[src/rtl/wsp_pkg.sv]
// Shared types and constants of the weighted stratum picker.
package wsp_pkg;

   localparam int unsigned NUM_STRATA_DEF   = 32;
   localparam int unsigned WEIGHT_WIDTH_DEF = 32;

   localparam int unsigned MODE_W    = 2;
   localparam int unsigned STRATUM_W = 5;
   localparam int unsigned WEIGHT_W  = 32;
   localparam int unsigned FRAC_W    = 16;
   localparam int unsigned PICK_W    = 5;
   localparam int unsigned MCNT_W    = $clog2(FRAC_W);

   typedef enum logic [MODE_W-1:0] {
      MODE_SET    = 2'd0,
      MODE_REMOVE = 2'd1,
      MODE_DRAW   = 2'd2
   } mode_type;

   typedef enum logic [2:0] {
      ST_IDLE,
      ST_SUM,
      ST_CHECK,
      ST_MUL,
      ST_CLEAR,
      ST_SEL,
      ST_RESP
   } state_type;

   typedef enum logic [2:0] {
      DP_HOLD,
      DP_START,
      DP_ACC,
      DP_MUL,
      DP_CLEAR
   } dp_op_type;

   typedef struct packed {
      dp_op_type op;
      logic      add_en;
   } dp_ctrl_type;

   typedef struct packed {
      logic zero;
      logic hit;
   } dp_stat_type;

endpackage

[src/rtl/wsp_if.sv]
// Valid/ready channel interfaces for request and response items.
interface wsp_req_if;
   logic                           valid;
   logic                           ready;
   logic [wsp_pkg::MODE_W-1:0]     mode;
   logic [wsp_pkg::STRATUM_W-1:0]  stratum;
   logic [wsp_pkg::WEIGHT_W-1:0]   weight;
   logic [wsp_pkg::FRAC_W-1:0]     random;

   modport source (output valid, mode, stratum, weight, random, input ready);
   modport sink (input valid, mode, stratum, weight, random, output ready);
endinterface

interface wsp_rsp_if;
   logic                        valid;
   logic                        ready;
   logic [wsp_pkg::PICK_W-1:0]  picked;
   logic                        empty_res;

   modport source (output valid, picked, empty_res, input ready);
   modport sink (input valid, picked, empty_res, output ready);
endinterface

[src/rtl/weighted_stratum_picker_top.sv]
// Roulette-wheel stratum picker: a table of weights with present bits, drawn
// in proportion to weight. Set and remove items complete in the cycle they are
// taken and give no response. A draw item makes one pass over the weight
// memory to sum the present weights, takes 16 shift-add steps on the shared
// adder to form threshold = (sum*random)>>16, and makes a second memory pass
// that stops at the first present entry whose running sum exceeds the
// threshold. The single read port of the weight memory and the one shared
// adder set the length of a draw. The request side is not ready while a draw
// is in progress or its response is waiting. Reset clears all present bits at
// once; no clearing pass is needed.
module weighted_stratum_picker_top #(
   parameter int unsigned NUM_STRATA   = wsp_pkg::NUM_STRATA_DEF,
   parameter int unsigned WEIGHT_WIDTH = wsp_pkg::WEIGHT_WIDTH_DEF
) (
   input  logic      clock,
   input  logic      reset,
   wsp_req_if.sink   req_ch,
   wsp_rsp_if.source rsp_ch
);

   localparam int unsigned IDX_W = (NUM_STRATA > 1) ? $clog2(NUM_STRATA) : 1;
   localparam int unsigned CNT_W = $clog2(NUM_STRATA + 1);
   localparam int unsigned SUM_W = WEIGHT_WIDTH + CNT_W;

   wsp_pkg::state_type        state_ff, state_in;
   logic [CNT_W-1:0]          cnt_ff, cnt_in;
   logic                      pend_ff, pend_in;
   logic [IDX_W-1:0]          pend_idx_ff, pend_idx_in;
   logic [wsp_pkg::MCNT_W-1:0] mcnt_ff, mcnt_in;
   logic [IDX_W-1:0]          pick_ff, pick_in;
   logic                      empty_ff, empty_in;
   logic [NUM_STRATA-1:0]     present_ff, present_in;

   wsp_pkg::dp_ctrl_type      dp_ctrl;
   wsp_pkg::dp_stat_type      dp_stat;
   logic                      ram_we;
   logic [IDX_W-1:0]          ram_waddr;
   logic [WEIGHT_WIDTH-1:0]   ram_wdata;
   logic [IDX_W-1:0]          ram_raddr;
   logic [WEIGHT_WIDTH-1:0]   ram_rdata;

   logic                      req_fire;
   logic                      in_range;
   logic                      issue;
   logic [IDX_W+wsp_pkg::STRATUM_W-1:0] stratum_ext;
   logic [WEIGHT_WIDTH+wsp_pkg::WEIGHT_W-1:0] weight_ext;
   logic [IDX_W+wsp_pkg::PICK_W-1:0] pick_ext;

   assign req_fire    = req_ch.valid && req_ch.ready;
   assign stratum_ext = {{IDX_W{1'b0}}, req_ch.stratum};
   assign weight_ext  = {{WEIGHT_WIDTH{1'b0}}, req_ch.weight};
   assign in_range    = ({{(32 - wsp_pkg::STRATUM_W){1'b0}}, req_ch.stratum} < 32'(NUM_STRATA));
   assign ram_waddr   = stratum_ext[IDX_W-1:0];
   assign issue       = (cnt_ff < CNT_W'(NUM_STRATA));
   assign ram_raddr   = issue ? cnt_ff[IDX_W-1:0] : '0;

   wsp_ram #(
      .DEPTH  (NUM_STRATA),
      .ADDR_W (IDX_W),
      .DATA_W (WEIGHT_WIDTH)
   ) u_ram (
      .clock   (clock),
      .wr_en   (ram_we),
      .wr_addr (ram_waddr),
      .wr_data (ram_wdata),
      .rd_addr (ram_raddr),
      .rd_data (ram_rdata)
   );

   wsp_datapath #(
      .WEIGHT_WIDTH (WEIGHT_WIDTH),
      .SUM_W        (SUM_W)
   ) u_datapath (
      .clock     (clock),
      .ctrl      (dp_ctrl),
      .rd_data   (ram_rdata),
      .frac_load (req_ch.random),
      .stat      (dp_stat)
   );

   always_comb begin
      state_in    = state_ff;
      cnt_in      = cnt_ff;
      pend_in     = pend_ff;
      pend_idx_in = pend_idx_ff;
      mcnt_in     = mcnt_ff;
      pick_in     = pick_ff;
      empty_in    = empty_ff;
      present_in  = present_ff;
      dp_ctrl     = '{op: wsp_pkg::DP_HOLD, add_en: 1'b0};
      ram_we      = 1'b0;
      ram_wdata   = weight_ext[WEIGHT_WIDTH-1:0];

      unique case (state_ff)
         wsp_pkg::ST_IDLE: begin
            if (req_fire) begin
               unique case (req_ch.mode)
                  wsp_pkg::MODE_SET: begin
                     if (in_range) begin
                        ram_we                = 1'b1;
                        present_in[ram_waddr] = 1'b1;
                     end
                  end
                  wsp_pkg::MODE_REMOVE: begin
                     if (in_range) begin
                        ram_we                = 1'b1;
                        ram_wdata             = '0;
                        present_in[ram_waddr] = 1'b0;
                     end
                  end
                  wsp_pkg::MODE_DRAW: begin
                     dp_ctrl.op = wsp_pkg::DP_START;
                     cnt_in     = '0;
                     pend_in    = 1'b0;
                     state_in   = wsp_pkg::ST_SUM;
                  end
                  default: begin
                     // unused mode: drop the item
                  end
               endcase
            end
         end
         wsp_pkg::ST_SUM: begin
            pend_in     = issue;
            pend_idx_in = cnt_ff[IDX_W-1:0];
            if (issue) begin
               cnt_in = cnt_ff + CNT_W'(1);
            end
            if (pend_ff) begin
               dp_ctrl.op     = wsp_pkg::DP_ACC;
               dp_ctrl.add_en = present_ff[pend_idx_ff];
            end
            if (!issue && !pend_ff) begin
               state_in = wsp_pkg::ST_CHECK;
            end
         end
         wsp_pkg::ST_CHECK: begin
            pick_in = '0;
            mcnt_in = '0;
            if (dp_stat.zero) begin
               empty_in = 1'b1;
               state_in = wsp_pkg::ST_RESP;
            end else begin
               empty_in = 1'b0;
               state_in = wsp_pkg::ST_MUL;
            end
         end
         wsp_pkg::ST_MUL: begin
            dp_ctrl.op = wsp_pkg::DP_MUL;
            mcnt_in    = mcnt_ff + wsp_pkg::MCNT_W'(1);
            if (mcnt_ff == wsp_pkg::MCNT_W'(wsp_pkg::FRAC_W - 1)) begin
               state_in = wsp_pkg::ST_CLEAR;
            end
         end
         wsp_pkg::ST_CLEAR: begin
            dp_ctrl.op = wsp_pkg::DP_CLEAR;
            cnt_in     = '0;
            pend_in    = 1'b0;
            state_in   = wsp_pkg::ST_SEL;
         end
         wsp_pkg::ST_SEL: begin
            pend_in     = issue;
            pend_idx_in = cnt_ff[IDX_W-1:0];
            if (issue) begin
               cnt_in = cnt_ff + CNT_W'(1);
            end
            if (pend_ff && present_ff[pend_idx_ff]) begin
               dp_ctrl.op     = wsp_pkg::DP_ACC;
               dp_ctrl.add_en = 1'b1;
               pick_in        = pend_idx_ff;
            end
            // Stop at the first hit; otherwise the last present entry stands.
            if (dp_stat.hit) begin
               pend_in  = 1'b0;
               state_in = wsp_pkg::ST_RESP;
            end else if (!issue && !pend_ff) begin
               state_in = wsp_pkg::ST_RESP;
            end
         end
         wsp_pkg::ST_RESP: begin
            if (rsp_ch.ready) begin
               state_in = wsp_pkg::ST_IDLE;
            end
         end
         default: begin
            state_in = wsp_pkg::ST_IDLE;
         end
      endcase
   end

   always_ff @(posedge clock) begin
      if (reset) begin
         state_ff   <= wsp_pkg::ST_IDLE;
         pend_ff    <= 1'b0;
         present_ff <= '0;
      end else begin
         state_ff   <= state_in;
         pend_ff    <= pend_in;
         present_ff <= present_in;
      end
   end

   always_ff @(posedge clock) begin
      cnt_ff      <= cnt_in;
      pend_idx_ff <= pend_idx_in;
      mcnt_ff     <= mcnt_in;
      pick_ff     <= pick_in;
      empty_ff    <= empty_in;
   end

   assign pick_ext         = {{wsp_pkg::PICK_W{1'b0}}, pick_ff};
   assign req_ch.ready     = (state_ff == wsp_pkg::ST_IDLE);
   assign rsp_ch.valid     = (state_ff == wsp_pkg::ST_RESP);
   assign rsp_ch.picked    = pick_ext[wsp_pkg::PICK_W-1:0];
   assign rsp_ch.empty_res = empty_ff;

endmodule

[src/rtl/wsp_ram.sv]
// Weight table memory: one write port, one registered read port.
module wsp_ram #(
   parameter int unsigned DEPTH  = wsp_pkg::NUM_STRATA_DEF,
   parameter int unsigned ADDR_W = 5,
   parameter int unsigned DATA_W = wsp_pkg::WEIGHT_WIDTH_DEF
) (
   input  logic              clock,
   input  logic              wr_en,
   input  logic [ADDR_W-1:0] wr_addr,
   input  logic [DATA_W-1:0] wr_data,
   input  logic [ADDR_W-1:0] rd_addr,
   output logic [DATA_W-1:0] rd_data
);

   logic [DATA_W-1:0] mem [DEPTH];
   logic [DATA_W-1:0] rd_data_ff;

   always_ff @(posedge clock) begin
      if (wr_en) begin
         mem[wr_addr] <= wr_data;
      end
      rd_data_ff <= mem[rd_addr];
   end

   assign rd_data = rd_data_ff;

endmodule

[src/rtl/wsp_datapath.sv]
// Shared adder datapath: weight sum, shift-add threshold product, running sum.
module wsp_datapath #(
   parameter int unsigned WEIGHT_WIDTH = wsp_pkg::WEIGHT_WIDTH_DEF,
   parameter int unsigned SUM_W        = wsp_pkg::WEIGHT_WIDTH_DEF + 6
) (
   input  logic                        clock,
   input  wsp_pkg::dp_ctrl_type        ctrl,
   input  logic [WEIGHT_WIDTH-1:0]     rd_data,
   input  logic [wsp_pkg::FRAC_W-1:0]  frac_load,
   output wsp_pkg::dp_stat_type        stat
);

   localparam int unsigned ADD_W = SUM_W + 1;

   logic [SUM_W-1:0]           acc_ff, acc_in;
   logic [SUM_W-1:0]           thr_ff, thr_in;
   logic [wsp_pkg::FRAC_W-1:0] frac_ff, frac_in;
   logic [ADD_W-1:0]           op_a;
   logic [ADD_W-1:0]           op_b;
   logic [ADD_W-1:0]           add_res;

   // One adder serves every phase; the multiply step adds the sum into the
   // partial product when the current fraction bit is set.
   always_comb begin
      if (ctrl.op == wsp_pkg::DP_MUL) begin
         op_a = {1'b0, thr_ff};
         op_b = frac_ff[0] ? {1'b0, acc_ff} : '0;
      end else begin
         op_a = {1'b0, acc_ff};
         op_b = {{(ADD_W - WEIGHT_WIDTH){1'b0}}, rd_data};
      end
      add_res = op_a + op_b;
   end

   always_comb begin
      acc_in  = acc_ff;
      thr_in  = thr_ff;
      frac_in = frac_ff;
      unique case (ctrl.op)
         wsp_pkg::DP_START: begin
            acc_in  = '0;
            thr_in  = '0;
            frac_in = frac_load;
         end
         wsp_pkg::DP_ACC: begin
            if (ctrl.add_en) begin
               acc_in = add_res[SUM_W-1:0];
            end
         end
         wsp_pkg::DP_MUL: begin
            // Halve after each add; the nested floors give the exact product >> 16.
            thr_in  = add_res[SUM_W:1];
            frac_in = frac_ff >> 1;
         end
         wsp_pkg::DP_CLEAR: begin
            acc_in = '0;
         end
         default: begin
         end
      endcase
   end

   always_ff @(posedge clock) begin
      acc_ff  <= acc_in;
      thr_ff  <= thr_in;
      frac_ff <= frac_in;
   end

   assign stat.zero = (acc_ff == '0);
   assign stat.hit  = ctrl.add_en && (add_res > {1'b0, thr_ff});

endmodule
[src/flat_wrapper.sv]
// flat-port wrapper written by rule: the top's interface ports become plain ports
module weighted_stratum_picker_top_flat 
#(
   parameter int unsigned NUM_STRATA   = wsp_pkg::NUM_STRATA_DEF,
   parameter int unsigned WEIGHT_WIDTH = wsp_pkg::WEIGHT_WIDTH_DEF
)
  (clock, reset, req_ch_valid, req_ch_mode, req_ch_stratum, req_ch_weight, req_ch_random, req_ch_ready, rsp_ch_valid, rsp_ch_picked, rsp_ch_empty_res, rsp_ch_ready);
  wsp_req_if req_ch_i ();
  wsp_rsp_if rsp_ch_i ();
  input  logic clock;
  input  logic reset;
  input wire logic [$bits(req_ch_i.valid)-1:0] req_ch_valid;
  input wire logic [$bits(req_ch_i.mode)-1:0] req_ch_mode;
  input wire logic [$bits(req_ch_i.stratum)-1:0] req_ch_stratum;
  input wire logic [$bits(req_ch_i.weight)-1:0] req_ch_weight;
  input wire logic [$bits(req_ch_i.random)-1:0] req_ch_random;
  output wire logic [$bits(req_ch_i.ready)-1:0] req_ch_ready;
  output wire logic [$bits(rsp_ch_i.valid)-1:0] rsp_ch_valid;
  output wire logic [$bits(rsp_ch_i.picked)-1:0] rsp_ch_picked;
  output wire logic [$bits(rsp_ch_i.empty_res)-1:0] rsp_ch_empty_res;
  input wire logic [$bits(rsp_ch_i.ready)-1:0] rsp_ch_ready;
  assign req_ch_i.valid = req_ch_valid;
  assign req_ch_i.mode = req_ch_mode;
  assign req_ch_i.stratum = req_ch_stratum;
  assign req_ch_i.weight = req_ch_weight;
  assign req_ch_i.random = req_ch_random;
  assign req_ch_ready = req_ch_i.ready;
  assign rsp_ch_valid = rsp_ch_i.valid;
  assign rsp_ch_picked = rsp_ch_i.picked;
  assign rsp_ch_empty_res = rsp_ch_i.empty_res;
  assign rsp_ch_i.ready = rsp_ch_ready;
  weighted_stratum_picker_top #(.NUM_STRATA(NUM_STRATA), .WEIGHT_WIDTH(WEIGHT_WIDTH)) u_core (.clock(clock), .reset(reset), .req_ch(req_ch_i), .rsp_ch(rsp_ch_i));
endmodule
[config.mk]
export PLATFORM = sky130hd
export DESIGN_NAME = weighted_stratum_picker_top_flat
export DESIGN_NICKNAME = d
export VERILOG_FILES = /design/src/rtl/wsp_pkg.sv /design/src/rtl/wsp_if.sv /design/src/rtl/weighted_stratum_picker_top.sv /design/src/rtl/wsp_ram.sv /design/src/rtl/wsp_datapath.sv /design/src/flat_wrapper.sv
export SDC_FILE = /design/constraint.sdc
export NUM_CORES = 2
export LEC_CHECK = 0
export ABC_AREA = 1
export BUFFER_PORTS_ARGS = -buffer_cell sky130_fd_sc_hd__buf_2
export CORE_MARGIN = 2
export CORE_UTILIZATION = 35
export CTS_CLUSTER_DIAMETER = 200
export DETAILED_ROUTE_END_ITERATION = 8
export GPL_TIMING_DRIVEN = 0
export PLACE_DENSITY = 0.55
export SYNTH_ARGS = -nofsm -noshare
export SYNTH_HDL_FRONTEND = slang
export SYNTH_HIERARCHICAL = 1
export SYNTH_SLANG_ARGS = --single-unit
[constraint.sdc]
create_clock -name clock -period 9 [get_ports clock]
set_input_delay 0.45 -clock clock [delete_from_list [all_inputs] [get_ports clock]]
set_output_delay 0.45 -clock clock [all_outputs]
set_load 0.05 [all_outputs]
==> impl_metrics.ini <==
[layout]
drive_above_1_share_pct = 11.21
fill_cells = 14524
seqCellArea_um2 = 35500
area_delta_synth_final_pct = 16.14
multi_input_area_um2 = 15980
fin_nets = 5536

[hold_path]
hold_path_class = primary input to flip-flop

[cts]
postCtsSetupBuffers = 0
cts_buffer_depth = 3
cts_resized = 0
clkTransAtPathRegs_ns = 0.06
cts_sinks = 1205
cts_tree = yes
root_buffer = clkbuf_16
insertion_delay_ns = 0.78
htree_levels = 4
cts_buffers = 133

[drt]
viasPerCell = 5.152
wirelength_um = 168900
drtIter0Drc = 4142
vias = 38822
drtAntennaViolNets = 0
post-route-drc-count = 0
routedWlPerCell_um = 22.41
dr.pass1.iters = 8

[place]
dpl_worst_slack_ns = 0.7161
place_congestion = 0.9207
dpl.hpwl_um = 116800
portBuffers = 65

[logic_synthesis]
syn_avg_cell_area_um2 = 10.49
ys.flop_type = edfxtp_1
synth-edff-count = 1137
yosys_warnings = 6
synth_cell_type_count = 56
ys_ff_latch = 1205
synth_fp_nets = 5272
yosysSeqAreaShare_pct = 65.95
syn-instance-count = 5134
synth_area_um2 = 53830
async_reset_ff_share_pct = 0

[critical_path]
required_ns = 9.62
cp_max_fo = 11
crit_path_start_kind = flip-flop
path_class = flip-flop to flip-flop
cp_slowest_cell = inv_1
cp-end-kind = flip-flop
cp.arrival_ns = 8.96
cp_slowest_stage_delay_ns = 0.59
cp_common_cell = nand2_1

[global_routing]
grt-busiest-layer = met2
antenna_found_initial = 3
grt_use_met1_pct = 29.12
grtUsageMet2_pct = 33.55
overflow = 0
grt_pass1_wl_um = 245100
grt_max_degree = 33
grt.total_usage_pct = 21.28
grt_pass1_vias = 37141
grt_util_met3_pct = 4.040

[power_and_ir_drop]
clkPwrFrac_pct = 26.7
p_comb_share_pct = 39.9
sw_frac_of_total_pct = 40.65
seq_power_share_pct = 33.4
internal_power_w = 0.01175
p_sw_w = 0.008047
vdd_ir_drop_max_mv = 0.2126
power.leakage_nw = 23.87
power_density_nw_per_um2 = 316.6

[sta]
finalSetupViolations = 0
setup_ws_ns = 0.6544
max_freq_mhz = 119.8
hold_ws_ns = 0.1175
finalMaxSlewViolations = 0
setup_tns_ns = 0
skew_ns = 0.03074
layout_worst_path_cycle_share_pct = 92.73
grt_setup_unrepaired = no
period_minus_slack_ns = 8.346
relSlewSlack_pct = 24.49
hold_viol = 0
tightest_slew_ns = 1.133

[floorplan]
core_um2 = 152300
die_h_um = 396.2
start_util_pct = 35.36
io-pin-count = 67
dieWidth_um = 396.2
rows = 143
die_area_um2 = 157000

[run_status]
status = completed

[job]
cap_violations = 0
[registers in the layout (all words and copies together), names as in the netlist, 3 cells and up, named ones only]
register,count
u_core/state_ff,3
u_core/u_ram/rd_data,32
u_core/rsp_ch.picked,5
u_core/u_datapath/acc_ff,38
u_core/mcnt_ff,4
u_core/u_datapath/thr_ff,38
u_core/cnt_ff,6
u_core/u_datapath/frac_ff,16
u_core/pend_idx_ff,5
u_core/u_ram/mem,1024
[repair_timing]
action / CTS / global route
endpoints found under the hold margin: 16 / 0
endpoints found under the setup margin: 0 / 2
hold buffers: 16 / 0
[through the flow]
stage | power [W] | instances | instance area [um^2] | util [%]
after global routing | 0.02083 | 7533 | 62520 | 41.06
after global placement | 0.01438 | 7229 | 56700 | 37.24
after CTS | 0.01979 | 7534 | 62520 | 41.06
after floorplan | 0.01156 | 5134 | 53830 | -
after detailed placement | 0.01446 | 7278 | 58150 | 38.19
final | 0.01980 | 7535 | 62530 | 41.06
[path summary, 6_finish.rpt]
path                       endpoint                  start  cells past startpoint  slack, ns
max              u_core/state_ff[2]  u_core/pend_idx_ff[0]                     44       0.65
min          u_core/u_ram/mem[4][0]       req_ch_weight[0]                      3       0.12
max reg2reg      u_core/state_ff[2]  u_core/pend_idx_ff[0]                     44       0.65
min reg2reg               flip-flop              flip-flop                      2       0.48
[per-layer routing]
layer / share of wire, % / up-vias
met5: 0.0071 / -
met4: 3.4 / 2
met3: 8.7 / 269
met2: 45 / 1595
met1: 43 / 18876
li1: - / 18080
[final cells by class]
cell class | count | area share (%)
antenna | 2 | 0.008004
buffer | 261 | 2.762
clock buffer | 175 | 5.709
clock inverter | 65 | 1.025
inverter | 283 | 1.723
multi-input combinational | 3384 | 25.55
sequential | 1205 | 56.78
tap | 2030 | 4.062
timing repair buffer | 130 | 2.377
[cell usage after synthesis (3+ instances only)]
| cell type | count | area, um^2 |
|---|---|---|
| xor2_1 | 17 | 148.9 |
| a21o_1 | 6 | 45.04 |
| nand4_1 | 27 | 168.9 |
| nor2_1 | 254 | 953.4 |
| nor2_4 | 5 | 56.30 |
| nor4_1 | 10 | 62.56 |
| nor3_1 | 37 | 185.2 |
| o21bai_1 | 26 | 195.2 |
| nor3b_2 | 4 | 50.05 |
| inv_2 | 13 | 48.80 |
| o21ai_1 | 4 | 20.02 |
| ha_1 | 78 | 975.9 |
| o21ai_0 | 98 | 490.5 |
| edfxtp_1 | 1137 | 34140 |
| buf_6 | 68 | 765.7 |
| xnor2_1 | 6 | 52.55 |
| nand3b_1 | 4 | 30.03 |
| nand2_1 | 1793 | 6730 |
| a22oi_1 | 9 | 67.56 |
| a21oi_1 | 74 | 370.4 |
| nor3b_1 | 15 | 112.6 |
| buf_8 | 3 | 45.04 |
| buf_1 | 22 | 82.58 |
| nand2_2 | 20 | 125.1 |
| clkbuf_1 | 55 | 206.5 |
| xor2_2 | 4 | 65.06 |
| buf_2 | 90 | 450.4 |
| and2_1 | 3 | 18.77 |
| a31oi_1 | 5 | 31.28 |
| nor2_2 | 7 | 43.79 |
| dfxtp_1 | 68 | 1361 |
| buf_4 | 24 | 180.2 |
| nand3_1 | 856 | 4284 |
| inv_1 | 266 | 998.5 |
[power groups by stage]
stage | Clock [W] | Sequential [W] | Combinational, W
finish | 0.00529 | 0.00661 | 0.00789
global route | 0.00561 | 0.00663 | 0.00859
CTS | 0.00539 | 0.00661 | 0.00779
detailed placement | 0 | 0.00673 | 0.00773
global placement | 0 | 0.00675 | 0.00763
floorplan | 0 | 0.00670 | 0.00485
[critical path: cells and delay by family, from the launching register on]
family / cells / cell delay, ns
AOI/OAI and AO/OA: 5 / 0.80
adders and majority gates: 3 / 0.86
xor gates and xnor gates: 1 / 0.31
buffers and inverters: 5 / 1.44
DFF: 1 / 0.31
and+or+nand+nor: 30 / 4.42
[kinds of logic after synthesis]
kind of cell	count (synthesis)	share of synthesized area, %
AO/OA/AOI/OAI	233	2.438
buffers and inverters	545	5.215
adder cells (fa/ha/maj)	79	1.850
AND/OR/NAND/NOR	3044	24.02
flip-flops	1205	65.95
XOR/XNOR	28	0.5253
[layout by cell type, fill, tap and decap left out, drive strengths merged]
| cell | netlist | final |
|---|---|---|
| a21oi | 75 | 75 |
| diode | 0 | 2 |
| dlygate4sd3 | 0 | 16 |
| a21o | 6 | 6 |
| o211ai | 1 | 1 |
| clkinvlp | 0 | 4 |
| o31ai | 1 | 1 |
| o21bai | 27 | 27 |
| a21boi | 1 | 1 |
| nand3b | 4 | 4 |
| nor4 | 10 | 10 |
| a211oi | 1 | 1 |
| buf | 207 | 321 |
| bufinv | 0 | 7 |
| ha | 78 | 78 |
| fa | 1 | 1 |
| a31oi | 5 | 5 |
| xor2 | 21 | 21 |
| dfxtp | 68 | 68 |
| inv | 281 | 288 |
| edfxtp | 1137 | 1137 |
| nor3b | 19 | 19 |
| a311oi | 1 | 1 |
| xnor2 | 7 | 7 |
| a22o | 2 | 2 |
| nor3 | 40 | 40 |
| and2 | 3 | 3 |
| a22oi | 9 | 9 |
| nor2 | 266 | 266 |
| nand4 | 28 | 28 |
| clkbuf | 55 | 229 |
| o21ai | 103 | 103 |
| nand2 | 1813 | 1813 |
| o21a | 1 | 1 |
| and3 | 1 | 1 |
| clkinv | 2 | 49 |
| nand3 | 860 | 860 |
Note: power is estimated with default switching activity, not from simulation.
